File: config.mk
export PLATFORM = sky130hd
export DESIGN_NAME = tcp_connection_engine
export DESIGN_NICKNAME = d
export VERILOG_FILES = /design/src/sv/tce_pkg.sv /design/src/sv/tce_ctrl.sv /design/src/sv/tce_dp.sv /design/src/sv/tcp_connection_engine.sv
export SDC_FILE = /design/constraint.sdc
export NUM_CORES = 2
export LEC_CHECK = 0
export BUFFER_PORTS_ARGS = -buffer_cell sky130_fd_sc_hd__buf_2
export CAP_MARGIN = 10
export CORE_ASPECT_RATIO = 1.5
export CORE_MARGIN = 2
export CORE_UTILIZATION = 67
export DETAILED_ROUTE_END_ITERATION = 10
export PLACE_DENSITY_LB_ADDON = 0.2
export SLEW_MARGIN = 20
export SYNTH_ARGS = -nofsm -noshare
export SYNTH_HDL_FRONTEND = slang
export SYNTH_SLANG_ARGS = --single-unit
File: constraint.sdc
create_clock -name clk -period 28.4 [get_ports clk]
set_input_delay 4.26 -clock clk [delete_from_list [all_inputs] [get_ports clk]]
set_output_delay 4.26 -clock clk [all_outputs]
set_load 0.01 [all_outputs]
File: src/sv/tce_pkg.sv
// tce_pkg: shared types, codes and reset values for the tcp connection engine
// used by tce_ctrl, tce_dp, tcp_connection_engine and tce_check
package tce_pkg;

  localparam int NUM_SLOTS_DEF = 16;
  localparam int MAX_RESULTS   = 16;
  localparam int CFG_AW        = 4;
  localparam int CNT_W         = $clog2(MAX_RESULTS + 1);

  localparam logic [2:0] MODE_CONNECT = 3'd0;
  localparam logic [2:0] MODE_SEGMENT = 3'd1;
  localparam logic [2:0] MODE_SEND    = 3'd2;
  localparam logic [2:0] MODE_TICK    = 3'd3;
  localparam logic [2:0] MODE_QUERY   = 3'd4;

  localparam logic [1:0] REG_FIRST_PORT = 2'd0;
  localparam logic [1:0] REG_RETRY_INT  = 2'd1;
  localparam logic [1:0] REG_RETRY_LIM  = 2'd2;
  localparam logic [1:0] REG_ISN_BASE   = 2'd3;

  localparam logic [15:0] FIRST_PORT_RST = 16'd49152;
  localparam logic [7:0]  RETRY_INT_RST  = 8'd50;
  localparam logic [7:0]  RETRY_LIM_RST  = 8'd15;
  localparam logic [31:0] ISN_BASE_RST   = 32'h1122_3344;

  localparam logic [7:0] FLG_FIN    = 8'h01;
  localparam logic [7:0] FLG_SYN    = 8'h02;
  localparam logic [7:0] FLG_RST    = 8'h04;
  localparam logic [7:0] FLG_ACK    = 8'h10;
  localparam logic [7:0] FLG_FINACK = 8'h11;
  localparam logic [7:0] FLG_PSHACK = 8'h18;

  localparam logic [1:0] STS_DONE    = 2'd0;
  localparam logic [1:0] STS_NOFREE  = 2'd1;
  localparam logic [1:0] STS_IGNORED = 2'd2;

  typedef enum logic [1:0] {
    CS_CLOSED = 2'd0,
    CS_SYN    = 2'd1,
    CS_EST    = 2'd2
  } conn_st_t;

  typedef struct packed {
    logic [15:0] lport;
    logic [15:0] rport;
    logic [31:0] rip;
    logic [31:0] seq;
    logic [31:0] ack;
    logic [7:0]  retry_cnt;
    logic [7:0]  wait_cnt;
  } slot_rec_t;

  typedef struct packed {
    logic        has_segment;
    logic [3:0]  slot;
    logic [1:0]  slot_state;
    logic [1:0]  status;
    logic [15:0] tx_sport;
    logic [15:0] tx_dport;
    logic [31:0] tx_dip;
    logic [31:0] seq_out;
    logic [31:0] ack_out;
    logic [7:0]  flags_out;
  } res_t;

  typedef struct packed {
    logic load;
    logic rd;
    logic apply;
    logic plain;
    logic flush;
  } ctrl_cmd_t;

  typedef struct packed {
    logic [2:0] mode;
    logic       cur_closed;
    logic       cur_syn;
    logic       match;
    logic       sock_ok;
  } dp_stat_t;

endpackage

File: src/sv/tce_ctrl.sv
// tce_ctrl: sequencer that walks the slot table one slot at a time
// depends on tce_pkg; drives tce_dp through ctrl_cmd_t
module tce_ctrl import tce_pkg::*; #(
  parameter int NUM_SLOTS = NUM_SLOTS_DEF,
  localparam int SW = (NUM_SLOTS > 1) ? $clog2(NUM_SLOTS) : 1
) (
  input  logic            clk,
  input  logic            rst_n,
  input  logic            start,
  output logic            busy,
  input  dp_stat_t        stat,
  output ctrl_cmd_t       cmd,
  output logic [SW-1:0]   idx
);

  typedef enum logic [1:0] {
    S_IDLE,
    S_SCAN,
    S_EVAL,
    S_FLUSH
  } state_t;

  state_t        state_r, state_nxt;
  logic [SW-1:0] idx_r, idx_nxt;
  logic          at_last;

  assign at_last = (idx_r == SW'(NUM_SLOTS - 1));
  assign busy    = (state_r != S_IDLE);
  assign idx     = idx_r;

  always_comb begin
    cmd       = '0;
    state_nxt = state_r;
    idx_nxt   = idx_r;
    unique case (state_r)
      S_IDLE: begin
        if (start) begin
          cmd.load  = 1'b1;
          idx_nxt   = '0;
          state_nxt = S_SCAN;
        end
      end
      S_SCAN: begin
        case (stat.mode)
          MODE_CONNECT: begin
            if (stat.cur_closed) begin
              cmd.apply = 1'b1;
              state_nxt = S_FLUSH;
            end else if (at_last) begin
              cmd.plain = 1'b1;
              state_nxt = S_FLUSH;
            end else begin
              idx_nxt = idx_r + 1'b1;
            end
          end
          MODE_SEGMENT: begin
            if (!stat.cur_closed) begin
              cmd.rd    = 1'b1;
              state_nxt = S_EVAL;
            end else if (at_last) begin
              cmd.plain = 1'b1;
              state_nxt = S_FLUSH;
            end else begin
              idx_nxt = idx_r + 1'b1;
            end
          end
          MODE_TICK: begin
            if (stat.cur_syn) begin
              cmd.rd    = 1'b1;
              state_nxt = S_EVAL;
            end else if (at_last) begin
              state_nxt = S_FLUSH;
            end else begin
              idx_nxt = idx_r + 1'b1;
            end
          end
          MODE_SEND: begin
            if (stat.sock_ok) begin
              cmd.rd    = 1'b1;
              state_nxt = S_EVAL;
            end else begin
              cmd.plain = 1'b1;
              state_nxt = S_FLUSH;
            end
          end
          default: begin
            cmd.plain = 1'b1;
            state_nxt = S_FLUSH;
          end
        endcase
      end
      S_EVAL: begin
        case (stat.mode)
          MODE_SEGMENT: begin
            if (stat.match) begin
              cmd.apply = 1'b1;
              state_nxt = S_FLUSH;
            end else if (at_last) begin
              cmd.plain = 1'b1;
              state_nxt = S_FLUSH;
            end else begin
              idx_nxt   = idx_r + 1'b1;
              state_nxt = S_SCAN;
            end
          end
          MODE_TICK: begin
            cmd.apply = 1'b1;
            if (at_last) begin
              state_nxt = S_FLUSH;
            end else begin
              idx_nxt   = idx_r + 1'b1;
              state_nxt = S_SCAN;
            end
          end
          default: begin
            cmd.apply = 1'b1;
            state_nxt = S_FLUSH;
          end
        endcase
      end
      S_FLUSH: begin
        cmd.flush = 1'b1;
        state_nxt = S_IDLE;
      end
      default: state_nxt = S_IDLE;
    endcase
  end

  always_ff @(posedge clk) begin
    if (!rst_n) begin
      state_r <= S_IDLE;
      idx_r   <= '0;
    end else begin
      state_r <= state_nxt;
      idx_r   <= idx_nxt;
    end
  end

endmodule

File: src/sv/tce_dp.sv
// tce_dp: config registers, slot table memory, connection states and result staging
// depends on tce_pkg; controlled by tce_ctrl
module tce_dp import tce_pkg::*; #(
  parameter int NUM_SLOTS = NUM_SLOTS_DEF,
  localparam int SW = (NUM_SLOTS > 1) ? $clog2(NUM_SLOTS) : 1
) (
  input  logic              clk,
  input  logic              rst_n,
  input  logic              psel,
  input  logic              penable,
  input  logic              pwrite,
  input  logic [CFG_AW-1:0] paddr,
  input  logic [31:0]       pwdata,
  output logic [31:0]       prdata,
  output logic              pready,
  input  logic [2:0]        in_mode,
  input  logic [3:0]        in_sock_index,
  input  logic [31:0]       in_peer_ip,
  input  logic [15:0]       in_peer_port,
  input  logic [15:0]       in_seg_src_port,
  input  logic [15:0]       in_seg_dst_port,
  input  logic [31:0]       in_seg_seq,
  input  logic [31:0]       in_seg_ack,
  input  logic [7:0]        in_seg_flags,
  input  logic [15:0]       in_data_len,
  input  ctrl_cmd_t         cmd,
  input  logic [SW-1:0]     idx,
  output dp_stat_t          stat,
  output logic              out_valid,
  output res_t              out_res,
  output logic              out_last
);

  logic [15:0] first_port_r;
  logic [7:0]  retry_int_r;
  logic [7:0]  retry_lim_r;
  logic [31:0] isn_base_r;
  logic [15:0] next_port_r;

  logic [2:0]  mode_r;
  logic [3:0]  sock_r;
  logic [31:0] pip_r;
  logic [15:0] pport_r;
  logic [15:0] sport_r;
  logic [15:0] dport_r;
  logic [31:0] sseq_r;
  logic [31:0] sack_r;
  logic [7:0]  flags_r;
  logic [15:0] dlen_r;

  conn_st_t  cs_r [NUM_SLOTS];
  slot_rec_t mem [NUM_SLOTS];
  slot_rec_t rdata_r;

  res_t             pend_r;
  logic             pend_v_r;
  logic [CNT_W-1:0] cnt_r;
  res_t             out_res_r;
  logic             out_valid_r;
  logic             out_last_r;

  logic          cfg_wr;
  logic          sock_ok;
  logic [SW-1:0] sock_ix;
  logic [SW-1:0] addr;
  conn_st_t      cs_cur;
  logic [3:0]    slot4;
  logic          mem_we;
  slot_rec_t     wrec;
  logic          cs_we;
  conn_st_t      cs_new;
  logic          prod;
  res_t          r;
  logic          np_inc;

  function automatic res_t mk_plain(logic [3:0] s, logic [1:0] st, logic [1:0] sts);
    res_t x;
    x            = '0;
    x.slot       = s;
    x.slot_state = st;
    x.status     = sts;
    return x;
  endfunction

  function automatic res_t mk_seg(logic [3:0] s, conn_st_t st, slot_rec_t rec,
                                  logic [31:0] sq, logic [31:0] ak, logic [7:0] fl);
    res_t x;
    x             = '0;
    x.has_segment = 1'b1;
    x.slot        = s;
    x.slot_state  = st;
    x.status      = STS_DONE;
    x.tx_sport    = rec.lport;
    x.tx_dport    = rec.rport;
    x.tx_dip      = rec.rip;
    x.seq_out     = sq;
    x.ack_out     = ak;
    x.flags_out   = fl;
    return x;
  endfunction

  assign pready  = 1'b1;
  assign cfg_wr  = psel && penable && pwrite;
  assign sock_ok = (32'(sock_r) < 32'(NUM_SLOTS));
  assign sock_ix = SW'(sock_r);
  assign addr    = (mode_r == MODE_SEND) ? sock_ix : idx;
  assign cs_cur  = cs_r[addr];
  assign slot4   = 4'(addr);

  always_comb begin
    unique case (paddr[3:2])
      REG_FIRST_PORT: prdata = {16'd0, first_port_r};
      REG_RETRY_INT:  prdata = {24'd0, retry_int_r};
      REG_RETRY_LIM:  prdata = {24'd0, retry_lim_r};
      REG_ISN_BASE:   prdata = isn_base_r;
      default:        prdata = '0;
    endcase
  end

  assign stat.mode       = mode_r;
  assign stat.cur_closed = (cs_cur == CS_CLOSED);
  assign stat.cur_syn    = (cs_cur == CS_SYN);
  assign stat.match      = (cs_cur != CS_CLOSED) && (rdata_r.lport == dport_r) &&
                           (rdata_r.rport == sport_r);
  assign stat.sock_ok    = sock_ok;

  always_comb begin
    mem_we = 1'b0;
    wrec   = rdata_r;
    cs_we  = 1'b0;
    cs_new = cs_cur;
    prod   = 1'b0;
    r      = '0;
    np_inc = 1'b0;
    if (cmd.apply) begin
      case (mode_r)
        MODE_CONNECT: begin
          wrec.lport     = next_port_r;
          wrec.rport     = pport_r;
          wrec.rip       = pip_r;
          wrec.seq       = isn_base_r + (32'(addr) << 16);
          wrec.ack       = '0;
          wrec.retry_cnt = '0;
          wrec.wait_cnt  = '0;
          mem_we         = 1'b1;
          cs_we          = 1'b1;
          cs_new         = CS_SYN;
          np_inc         = 1'b1;
          prod           = 1'b1;
          r              = mk_seg(slot4, CS_SYN, wrec, wrec.seq, 32'd0, FLG_SYN);
        end
        MODE_SEGMENT: begin
          prod = 1'b1;
          if ((flags_r & FLG_RST) != 8'd0) begin
            cs_we  = 1'b1;
            cs_new = CS_CLOSED;
            r      = mk_plain(slot4, CS_CLOSED, STS_DONE);
          end else if (cs_cur == CS_SYN && (flags_r & FLG_SYN) != 8'd0 &&
                       (flags_r & FLG_ACK) != 8'd0) begin
            wrec.ack = sseq_r + 32'd1;
            wrec.seq = sack_r;
            mem_we   = 1'b1;
            cs_we    = 1'b1;
            cs_new   = CS_EST;
            r        = mk_seg(slot4, CS_EST, wrec, wrec.seq, wrec.ack, FLG_ACK);
          end else if (cs_cur == CS_EST && dlen_r != 16'd0) begin
            wrec.ack = sseq_r + 32'(dlen_r);
            mem_we   = 1'b1;
            r        = mk_seg(slot4, CS_EST, wrec, wrec.seq, wrec.ack, FLG_ACK);
          end else if (cs_cur == CS_EST && (flags_r & FLG_FIN) != 8'd0) begin
            wrec.ack = sseq_r + 32'd1;
            mem_we   = 1'b1;
            cs_we    = 1'b1;
            cs_new   = CS_CLOSED;
            r        = mk_seg(slot4, CS_CLOSED, wrec, wrec.seq, wrec.ack, FLG_FINACK);
          end else begin
            r = mk_plain(slot4, cs_cur, STS_IGNORED);
          end
        end
        MODE_SEND: begin
          prod = 1'b1;
          if (cs_cur != CS_EST) begin
            r = mk_plain(sock_r, cs_cur, STS_IGNORED);
          end else begin
            r        = mk_seg(slot4, CS_EST, rdata_r, rdata_r.seq, rdata_r.ack, FLG_PSHACK);
            wrec.seq = rdata_r.seq + 32'(dlen_r);
            mem_we   = 1'b1;
          end
        end
        MODE_TICK: begin
          mem_we = 1'b1;
          if (rdata_r.wait_cnt < retry_int_r) begin
            wrec.wait_cnt = rdata_r.wait_cnt + 8'd1;
          end else begin
            wrec.wait_cnt = '0;
            if (rdata_r.retry_cnt >= retry_lim_r) begin
              cs_we  = 1'b1;
              cs_new = CS_CLOSED;
            end else begin
              wrec.retry_cnt = rdata_r.retry_cnt + 8'd1;
              prod           = (cnt_r < CNT_W'(MAX_RESULTS));
              r              = mk_seg(slot4, CS_SYN, rdata_r, rdata_r.seq, 32'd0, FLG_SYN);
            end
          end
        end
        default: ;
      endcase
    end else if (cmd.plain) begin
      prod = 1'b1;
      case (mode_r)
        MODE_CONNECT: r = mk_plain(4'd0, CS_CLOSED, STS_NOFREE);
        MODE_SEND:    r = mk_plain(sock_r, CS_CLOSED, STS_IGNORED);
        MODE_QUERY: begin
          if (sock_ok) r = mk_plain(sock_r, cs_r[sock_ix], STS_DONE);
          else         r = mk_plain(sock_r, CS_CLOSED, STS_IGNORED);
        end
        default:      r = mk_plain(4'd0, CS_CLOSED, STS_IGNORED);
      endcase
    end
  end

  always_ff @(posedge clk) begin
    if (!rst_n) begin
      first_port_r <= FIRST_PORT_RST;
      retry_int_r  <= RETRY_INT_RST;
      retry_lim_r  <= RETRY_LIM_RST;
      isn_base_r   <= ISN_BASE_RST;
      next_port_r  <= FIRST_PORT_RST;
    end else begin
      if (np_inc) next_port_r <= next_port_r + 16'd1;
      if (cfg_wr) begin
        unique case (paddr[3:2])
          REG_FIRST_PORT: begin
            first_port_r <= pwdata[15:0];
            next_port_r  <= pwdata[15:0];
          end
          REG_RETRY_INT: retry_int_r <= pwdata[7:0];
          REG_RETRY_LIM: retry_lim_r <= pwdata[7:0];
          REG_ISN_BASE:  isn_base_r  <= pwdata;
          default: ;
        endcase
      end
    end
  end

  always_ff @(posedge clk) begin
    if (cmd.load) begin
      mode_r  <= in_mode;
      sock_r  <= in_sock_index;
      pip_r   <= in_peer_ip;
      pport_r <= in_peer_port;
      sport_r <= in_seg_src_port;
      dport_r <= in_seg_dst_port;
      sseq_r  <= in_seg_seq;
      sack_r  <= in_seg_ack;
      flags_r <= in_seg_flags;
      dlen_r  <= in_data_len;
    end
  end

  always_ff @(posedge clk) begin
    if (mem_we) mem[addr] <= wrec;
    if (cmd.rd) rdata_r <= mem[addr];
  end

  always_ff @(posedge clk) begin
    if (!rst_n) begin
      for (int i = 0; i < NUM_SLOTS; i++) cs_r[i] <= CS_CLOSED;
    end else if (cs_we) begin
      cs_r[addr] <= cs_new;
    end
  end

  always_ff @(posedge clk) begin
    if (!rst_n) begin
      pend_v_r    <= 1'b0;
      cnt_r       <= '0;
      out_valid_r <= 1'b0;
      out_last_r  <= 1'b0;
    end else begin
      out_valid_r <= 1'b0;
      out_last_r  <= 1'b0;
      if (cmd.flush) begin
        out_res_r   <= pend_v_r ? pend_r : res_t'(0);
        out_valid_r <= 1'b1;
        out_last_r  <= 1'b1;
        pend_v_r    <= 1'b0;
        cnt_r       <= '0;
      end else if (prod) begin
        pend_r   <= r;
        pend_v_r <= 1'b1;
        cnt_r    <= cnt_r + 1'b1;
        if (pend_v_r) begin
          out_res_r   <= pend_r;
          out_valid_r <= 1'b1;
        end
      end
    end
  end

  assign out_valid = out_valid_r;
  assign out_res   = out_res_r;
  assign out_last  = out_last_r;

endmodule

File: src/sv/tcp_connection_engine.sv
// tcp_connection_engine: top level joining the sequencer and the datapath
// depends on tce_pkg, tce_ctrl and tce_dp
//
//   channel   handshake                         payload
//   config    psel/penable/pwrite, pready=1     paddr, pwdata, prdata
//   request   start & !busy                     in_*
//   result    out_valid, one cycle              out_*, out_last
//
// connect, segment and tick walk the slots one per cycle, with S_EVAL added for
// a slot read from the table memory; send steps through S_SCAN, S_EVAL, S_FLUSH,
// query through S_SCAN, S_FLUSH; a result waits in a holding register until
// the next result of the request or the final flush
// reset closes every slot and restores the registers; no clearing pass
// the result side cannot stall; busy falls as the last result appears
module tcp_connection_engine import tce_pkg::*; #(
  parameter int NUM_SLOTS = NUM_SLOTS_DEF
) (
  input  logic              clk,
  input  logic              rst_n,
  input  logic              psel,
  input  logic              penable,
  input  logic              pwrite,
  input  logic [CFG_AW-1:0] paddr,
  input  logic [31:0]       pwdata,
  output logic [31:0]       prdata,
  output logic              pready,
  input  logic              start,
  output logic              busy,
  input  logic [2:0]        in_mode,
  input  logic [3:0]        in_sock_index,
  input  logic [31:0]       in_peer_ip,
  input  logic [15:0]       in_peer_port,
  input  logic [15:0]       in_seg_src_port,
  input  logic [15:0]       in_seg_dst_port,
  input  logic [31:0]       in_seg_seq,
  input  logic [31:0]       in_seg_ack,
  input  logic [7:0]        in_seg_flags,
  input  logic [15:0]       in_data_len,
  output logic              out_valid,
  output logic              out_has_segment,
  output logic [3:0]        out_slot,
  output logic [1:0]        out_slot_state,
  output logic [1:0]        out_status,
  output logic [15:0]       out_tx_sport,
  output logic [15:0]       out_tx_dport,
  output logic [31:0]       out_tx_dip,
  output logic [31:0]       out_seq_out,
  output logic [31:0]       out_ack_out,
  output logic [7:0]        out_flags_out,
  output logic              out_last
);

  localparam int SW = (NUM_SLOTS > 1) ? $clog2(NUM_SLOTS) : 1;

  ctrl_cmd_t     cmd;
  dp_stat_t      stat;
  logic [SW-1:0] idx;
  res_t          res;

  tce_ctrl #(.NUM_SLOTS(NUM_SLOTS)) u_ctrl (
    .clk   (clk),
    .rst_n (rst_n),
    .start (start),
    .busy  (busy),
    .stat  (stat),
    .cmd   (cmd),
    .idx   (idx)
  );

  tce_dp #(.NUM_SLOTS(NUM_SLOTS)) u_dp (
    .clk             (clk),
    .rst_n           (rst_n),
    .psel            (psel),
    .penable         (penable),
    .pwrite          (pwrite),
    .paddr           (paddr),
    .pwdata          (pwdata),
    .prdata          (prdata),
    .pready          (pready),
    .in_mode         (in_mode),
    .in_sock_index   (in_sock_index),
    .in_peer_ip      (in_peer_ip),
    .in_peer_port    (in_peer_port),
    .in_seg_src_port (in_seg_src_port),
    .in_seg_dst_port (in_seg_dst_port),
    .in_seg_seq      (in_seg_seq),
    .in_seg_ack      (in_seg_ack),
    .in_seg_flags    (in_seg_flags),
    .in_data_len     (in_data_len),
    .cmd             (cmd),
    .idx             (idx),
    .stat            (stat),
    .out_valid       (out_valid),
    .out_res         (res),
    .out_last        (out_last)
  );

  assign out_has_segment = res.has_segment;
  assign out_slot        = res.slot;
  assign out_slot_state  = res.slot_state;
  assign out_status      = res.status;
  assign out_tx_sport    = res.tx_sport;
  assign out_tx_dport    = res.tx_dport;
  assign out_tx_dip      = res.tx_dip;
  assign out_seq_out     = res.seq_out;
  assign out_ack_out     = res.ack_out;
  assign out_flags_out   = res.flags_out;

endmodule

==> results by stage <==
Die:
- For this configuration, the core starts out at a cell density of 0.675.
- The die is 356 um wide.
- The area of the core is 184000 sq um.
- The placement row count is 193.
- From bottom edge to top edge, the die measures 532 um.
- In this run the count of I/O pins placed on the die edge is 398.
- The floorplan die area is 189000 sq um.

Global routing:
- The initial antenna violation count is 9.
- The total grt overflow is 0.
- Entering global routing, the biggest net connects 237 pins.
- The first global-routing pass estimated 524 mm of wire.
- The via count of the first global-routing pass is 82800.
- In the global route stage, overall resource usage came out at 0.376.

Run:
- The tool flagged a number of max-cap violations equal to 0.

Route:
- In the final routed layout, each cell accounts on average for 28.5 um.
- In this run the remaining antenna-violating nets after routing total 0.
- After detailed routing, the total wire length is 362 mm.
- The detailed-route vias per instance is 6.73.
- The vias after detailed routing is 85400.
- The first-pass iteration count of the detailed router is 9.
- The DRC violation total after the first TritonRoute iteration is 11700.
- The post-detailed-route DRC marker count is 0.

Setup path:
- The startpoint kind of the worst setup timing path is an input pin.
- The highest fanout seen on the critical path is 30.
- The arrival time of data at the critical path endpoint is 5.74 ns.
- The critical path in this run is classified as in -> out.
- The launching element of the worst setup path is paddr[3].
- Counting stages on the worst path, the most repeated cell is sky130_fd_sc_hd__buf_2.
- The beginning of the worst register-to-register path is u_dp.mode_r[1].
- The largest stage delay on the critical path is 0.67 ns.
- The count of buffer and inverter cells on the critical path is 2.
- For flop-to-flop paths, the worst setup slack is 18.50 ns.
- The cell family contributing the most delay on the critical path is buffers and inverters.
- STA classifies the critical path endpoint as an output pin.
- The slowest stage of the critical path belongs to the cell sky130_fd_sc_hd__mux4_2.
- The capture point of the worst reg-to-reg path is u_dp.mem[10][30].
- The number of cells on the worst reg-to-reg path is 17.
- The signal on the critical path passes through buf_2, mux4_2, buf_2.
- In this run the number of cells on the critical path is 3.
- The critical path data required time is 24.14 ns.
- The last element of the critical path is prdata[1].

Synth:
- Among all flip-flop cells after synthesis, the most frequent one is sky130_fd_sc_hd__edfxtp_1.
- The mapped netlist covers 125000 sq um.
- In this run, distinct cell masters in the synthesized netlist total 97.
- For this run, asynchronously set or reset flops after synthesis account for 0.
- The total of flip-flops plus latches after synthesis is 3031.
- The Yosys step of the flow raised 0 warnings.
- The average cell area after synthesis is 12.6 sq um.
- Counting flops with a built-in enable in the synthesized netlist gives 2933.
- The gate count after technology mapping is 9857.
- The sequential fraction of the synthesis area is 0.723.

Clock tree:
- The later pin in the worst-skew pair is clocked with a latency of 0.88 ns.
- The CTS root buffer is sky130_fd_sc_hd__clkbuf_16.
- The post-cts gate resize count is 0.
- The clock net sink count is 3031.
- TritonCTS built the clock tree.
- The clock passes through at most 4 buffers.
- In this run, post-CTS hold repair placed 0 buffers.
- In this run, CTS created clock tree buffers numbering 276.
- Clock-pin slew was measured on the worst setup and hold paths at 0.06 ns.
- The number of setup buffers added after CTS is 0.
- The CTS H-tree depth is 5.

Timing:
- The final count of negative-setup-slack endpoints is 0.
- Setup total negative slack on the finished layout was measured at 0 ns.
- Once routing completed, OpenROAD measured the worst setup slack at 18.40 ns.
- The maximum clock frequency is 100 MHz.
- The number of pins with negative max-slew slack in the final report is 0.
- The number of failing hold endpoints at the final stage was 0.
- Setup repair after global routing left no endpoint under its margin.
- In the finished design, the share of the clock period the worst path needs comes to 0.352.
- For the finished layout, the period the worst path requires is 10.0 ns.
- The worst max-slew margin expressed relative to the limit is 0.170.
- For the pin with the worst max-slew slack, the measured transition is 1.24 ns.
- Between clock sinks in the finished design, the worst skew comes to 0.0609 ns.

Place:
- The count of port buffers added during placement is 386.
- At the end of routability-driven placement, the weighted congestion stood at 0.997.
- The worst slack at placement is 18.43 ns.
- The detailed-placement wirelength estimate is 203 mm.

Finish:
- At the end of the flow, the number of nets in the layout was 10300.
- The fraction of final layout cells sized beyond drive strength 1 is 0.104.
- The area growth from synthesis to layout is 10.6%.
- After filler insertion, the fill cell instance count of the layout stands at 11200.

Min path:
- In this run the worst hold path is classified as reg -> reg.
- The worst hold path begins at u_dp.first_port_r[5].

Pwr:
- IR analysis of the VDD net gives a maximum drop of 0.0781 mV.
- Summed over all cells, the static leakage comes to 47.1 nW.
- In this run the power density over the cells is 71.2 nW/um^2.

Run status:
- The flow ran to the end, and the final reports show no timing, DRC or antenna violations.
==> layout make-up <==
cell class,count,area (sq um),area share
Antenna cell,5,12.5,0.0000909
Clock buffer,336,7320,0.0532
Clock inverter,138,1420,0.0103
Inverter,68,285,0.00207
Multi-Input combinational cell,6109,32000,0.232
Sequential cell,3031,90000,0.654
Tap cell,2437,3050,0.0221
Timing Repair Buffer,565,3550,0.0258
==> flip-flops by register name, summed over array words and instances, names as in the netlist, 32 cells and up, named ones only <==
signal,count
u_dp.mem,2304
u_dp.rdata_r,144
u_dp.out_res,141
u_dp.pend_r,141
u_dp.cs_r,32
u_dp.isn_base_r,32
u_dp.pip_r,32
u_dp.sack_r,32
u_dp.sseq_r,32
==> worst min-delay path: cells and delay by family (launching register included) <==
kind,cells,cell delay [ns]
simple gates,1,0.05
compound gates,1,0.05
flops,1,0.31
==> per-layer routing <==
metal | global-route usage | wire length [um]
met5 | 0 | 60
met4 | 0.257 | 28000
met3 | 0.0613 | 36900
met2 | 0.610 | 175000
met1 | 0.467 | 122000
==> worst min-delay path by stage <==
stage                           end  cells past startpoint  slack (ns)
5_1_grt        u_dp.first_port_r[5]                      2        0.48
6_report       u_dp.first_port_r[5]                      2        0.46
2_1_floorplan  u_dp.first_port_r[0]                      2        0.43
4_1_cts        u_dp.first_port_r[5]                      2        0.46
3_3_place_gp   u_dp.first_port_r[2]                      2        0.44
3_5_place_dp   u_dp.first_port_r[8]                      2        0.45
==> where the power goes <==
group	leakage (nW)	internal (mW)	total (mW)	switching (mW)
Combinational	15.8	0.301	1.04	0.741
Clock	4.25	2.08	3.68	1.60
Sequential	27.0	5.00	5.07	0.0744
Total	47.1	7.38	9.80	2.42
==> through the flow <==
stage	power, mW	util	hold slack [ns]	instance area, sq um	cells
floorplan	5.84	-	0.433	125000	9860
global placement	6.14	0.698	0.439	129000	12200
detailed placement	6.18	0.699	0.452	129000	12200
CTS	9.78	0.746	0.457	138000	12700
global route	10.1	0.746	0.479	138000	12700
finish	9.80	0.746	0.461	138000	12700
==> cells by family after synthesis <==
| family | Yosys count | share of synthesized area |
|---|---|---|
| simple gates | 4702 | 0.164 |
| flops | 3031 | 0.723 |
| compound gates | 1132 | 0.0658 |
| buf+inv | 720 | 0.0225 |
| xor+xnor | 118 | 0.00830 |
| mux | 87 | 0.00904 |
| fa+ha+maj | 65 | 0.00671 |
| other cells | 2 | 0.0000603 |
==> cell usage in the layout (no fill, tap or decap), types with 22 or more instances in the layout <==
cell and instances:
sky130_fd_sc_hd__clkbuf_16 283, sky130_fd_sc_hd__buf_12 22, sky130_fd_sc_hd__and2_1 156, sky130_fd_sc_hd__clkbuf_1 49, sky130_fd_sc_hd__clkinv_1 40, sky130_fd_sc_hd__nand3_1 1208
sky130_fd_sc_hd__inv_1 63, sky130_fd_sc_hd__buf_4 157, sky130_fd_sc_hd__edfxtp_1 2933, sky130_fd_sc_hd__a311oi_1 288, sky130_fd_sc_hd__clkinv_2 43, sky130_fd_sc_hd__a22oi_1 35
sky130_fd_sc_hd__nand4_1 32, sky130_fd_sc_hd__xnor2_1 88, sky130_fd_sc_hd__dfxtp_1 98, sky130_fd_sc_hd__nor2_1 180, sky130_fd_sc_hd__bufinv_16 26, sky130_fd_sc_hd__mux2i_1 54
sky130_fd_sc_hd__and3_1 184, sky130_fd_sc_hd__a31oi_1 170, sky130_fd_sc_hd__a21oi_1 159, sky130_fd_sc_hd__xor2_1 30, sky130_fd_sc_hd__a21o_1 32, sky130_fd_sc_hd__ha_1 62
sky130_fd_sc_hd__a22o_1 98, sky130_fd_sc_hd__o21ai_0 142, sky130_fd_sc_hd__nor3_1 27, sky130_fd_sc_hd__nand2_1 2795, sky130_fd_sc_hd__buf_2 386
==> cells in the mapped netlist (7+ instances only) <==
cell	n	area (sq um)
sky130_fd_sc_hd__inv_1	64	240
sky130_fd_sc_hd__o21ai_1	15	75.1
sky130_fd_sc_hd__o31ai_1	10	75.1
sky130_fd_sc_hd__a32o_1	9	90.1
sky130_fd_sc_hd__a21oi_1	159	796
sky130_fd_sc_hd__and2_1	157	982
sky130_fd_sc_hd__mux2i_1	57	571
sky130_fd_sc_hd__nand2_1	2795	10500
sky130_fd_sc_hd__or3_1	10	62.6
sky130_fd_sc_hd__nor3_1	30	150
sky130_fd_sc_hd__a211oi_1	16	120
sky130_fd_sc_hd__a311oi_1	288	2520
sky130_fd_sc_hd__and3_1	184	1150
sky130_fd_sc_hd__nor2b_1	9	56.3
sky130_fd_sc_hd__edfxtp_1	2933	88100
sky130_fd_sc_hd__and4_1	9	78.8
sky130_fd_sc_hd__o21ai_0	151	756
sky130_fd_sc_hd__a22oi_1	35	263
sky130_fd_sc_hd__a31oi_1	170	1060
sky130_fd_sc_hd__a222oi_1	8	80.1
sky130_fd_sc_hd__or4_1	7	52.6
sky130_fd_sc_hd__mux4_2	18	405
sky130_fd_sc_hd__o211a_1	7	70.1
sky130_fd_sc_hd__mux2_2	10	113
sky130_fd_sc_hd__ha_1	62	776
sky130_fd_sc_hd__clkbuf_1	547	2050
sky130_fd_sc_hd__o22ai_1	22	138
sky130_fd_sc_hd__o31a_1	9	78.8
sky130_fd_sc_hd__nor2_1	200	751
sky130_fd_sc_hd__a21o_1	32	240
sky130_fd_sc_hd__xor2_1	30	263
sky130_fd_sc_hd__xnor2_1	88	771
sky130_fd_sc_hd__buf_1	43	161
sky130_fd_sc_hd__buf_4	7	52.6
sky130_fd_sc_hd__o211ai_1	16	120
sky130_fd_sc_hd__nand3_1	1208	6050
sky130_fd_sc_hd__a22o_1	98	858
sky130_fd_sc_hd__a221oi_1	9	78.8
sky130_fd_sc_hd__nor4_1	14	87.6
sky130_fd_sc_hd__nand2b_1	18	113
sky130_fd_sc_hd__nand4_1	32	200
sky130_fd_sc_hd__o21a_1	7	52.6
sky130_fd_sc_hd__dfxtp_1	98	1960
sky130_fd_sc_hd__buf_2	54	270
sky130_fd_sc_hd__or2_2	8	50.1
Note: power is estimated with default switching activity, not from simulation.
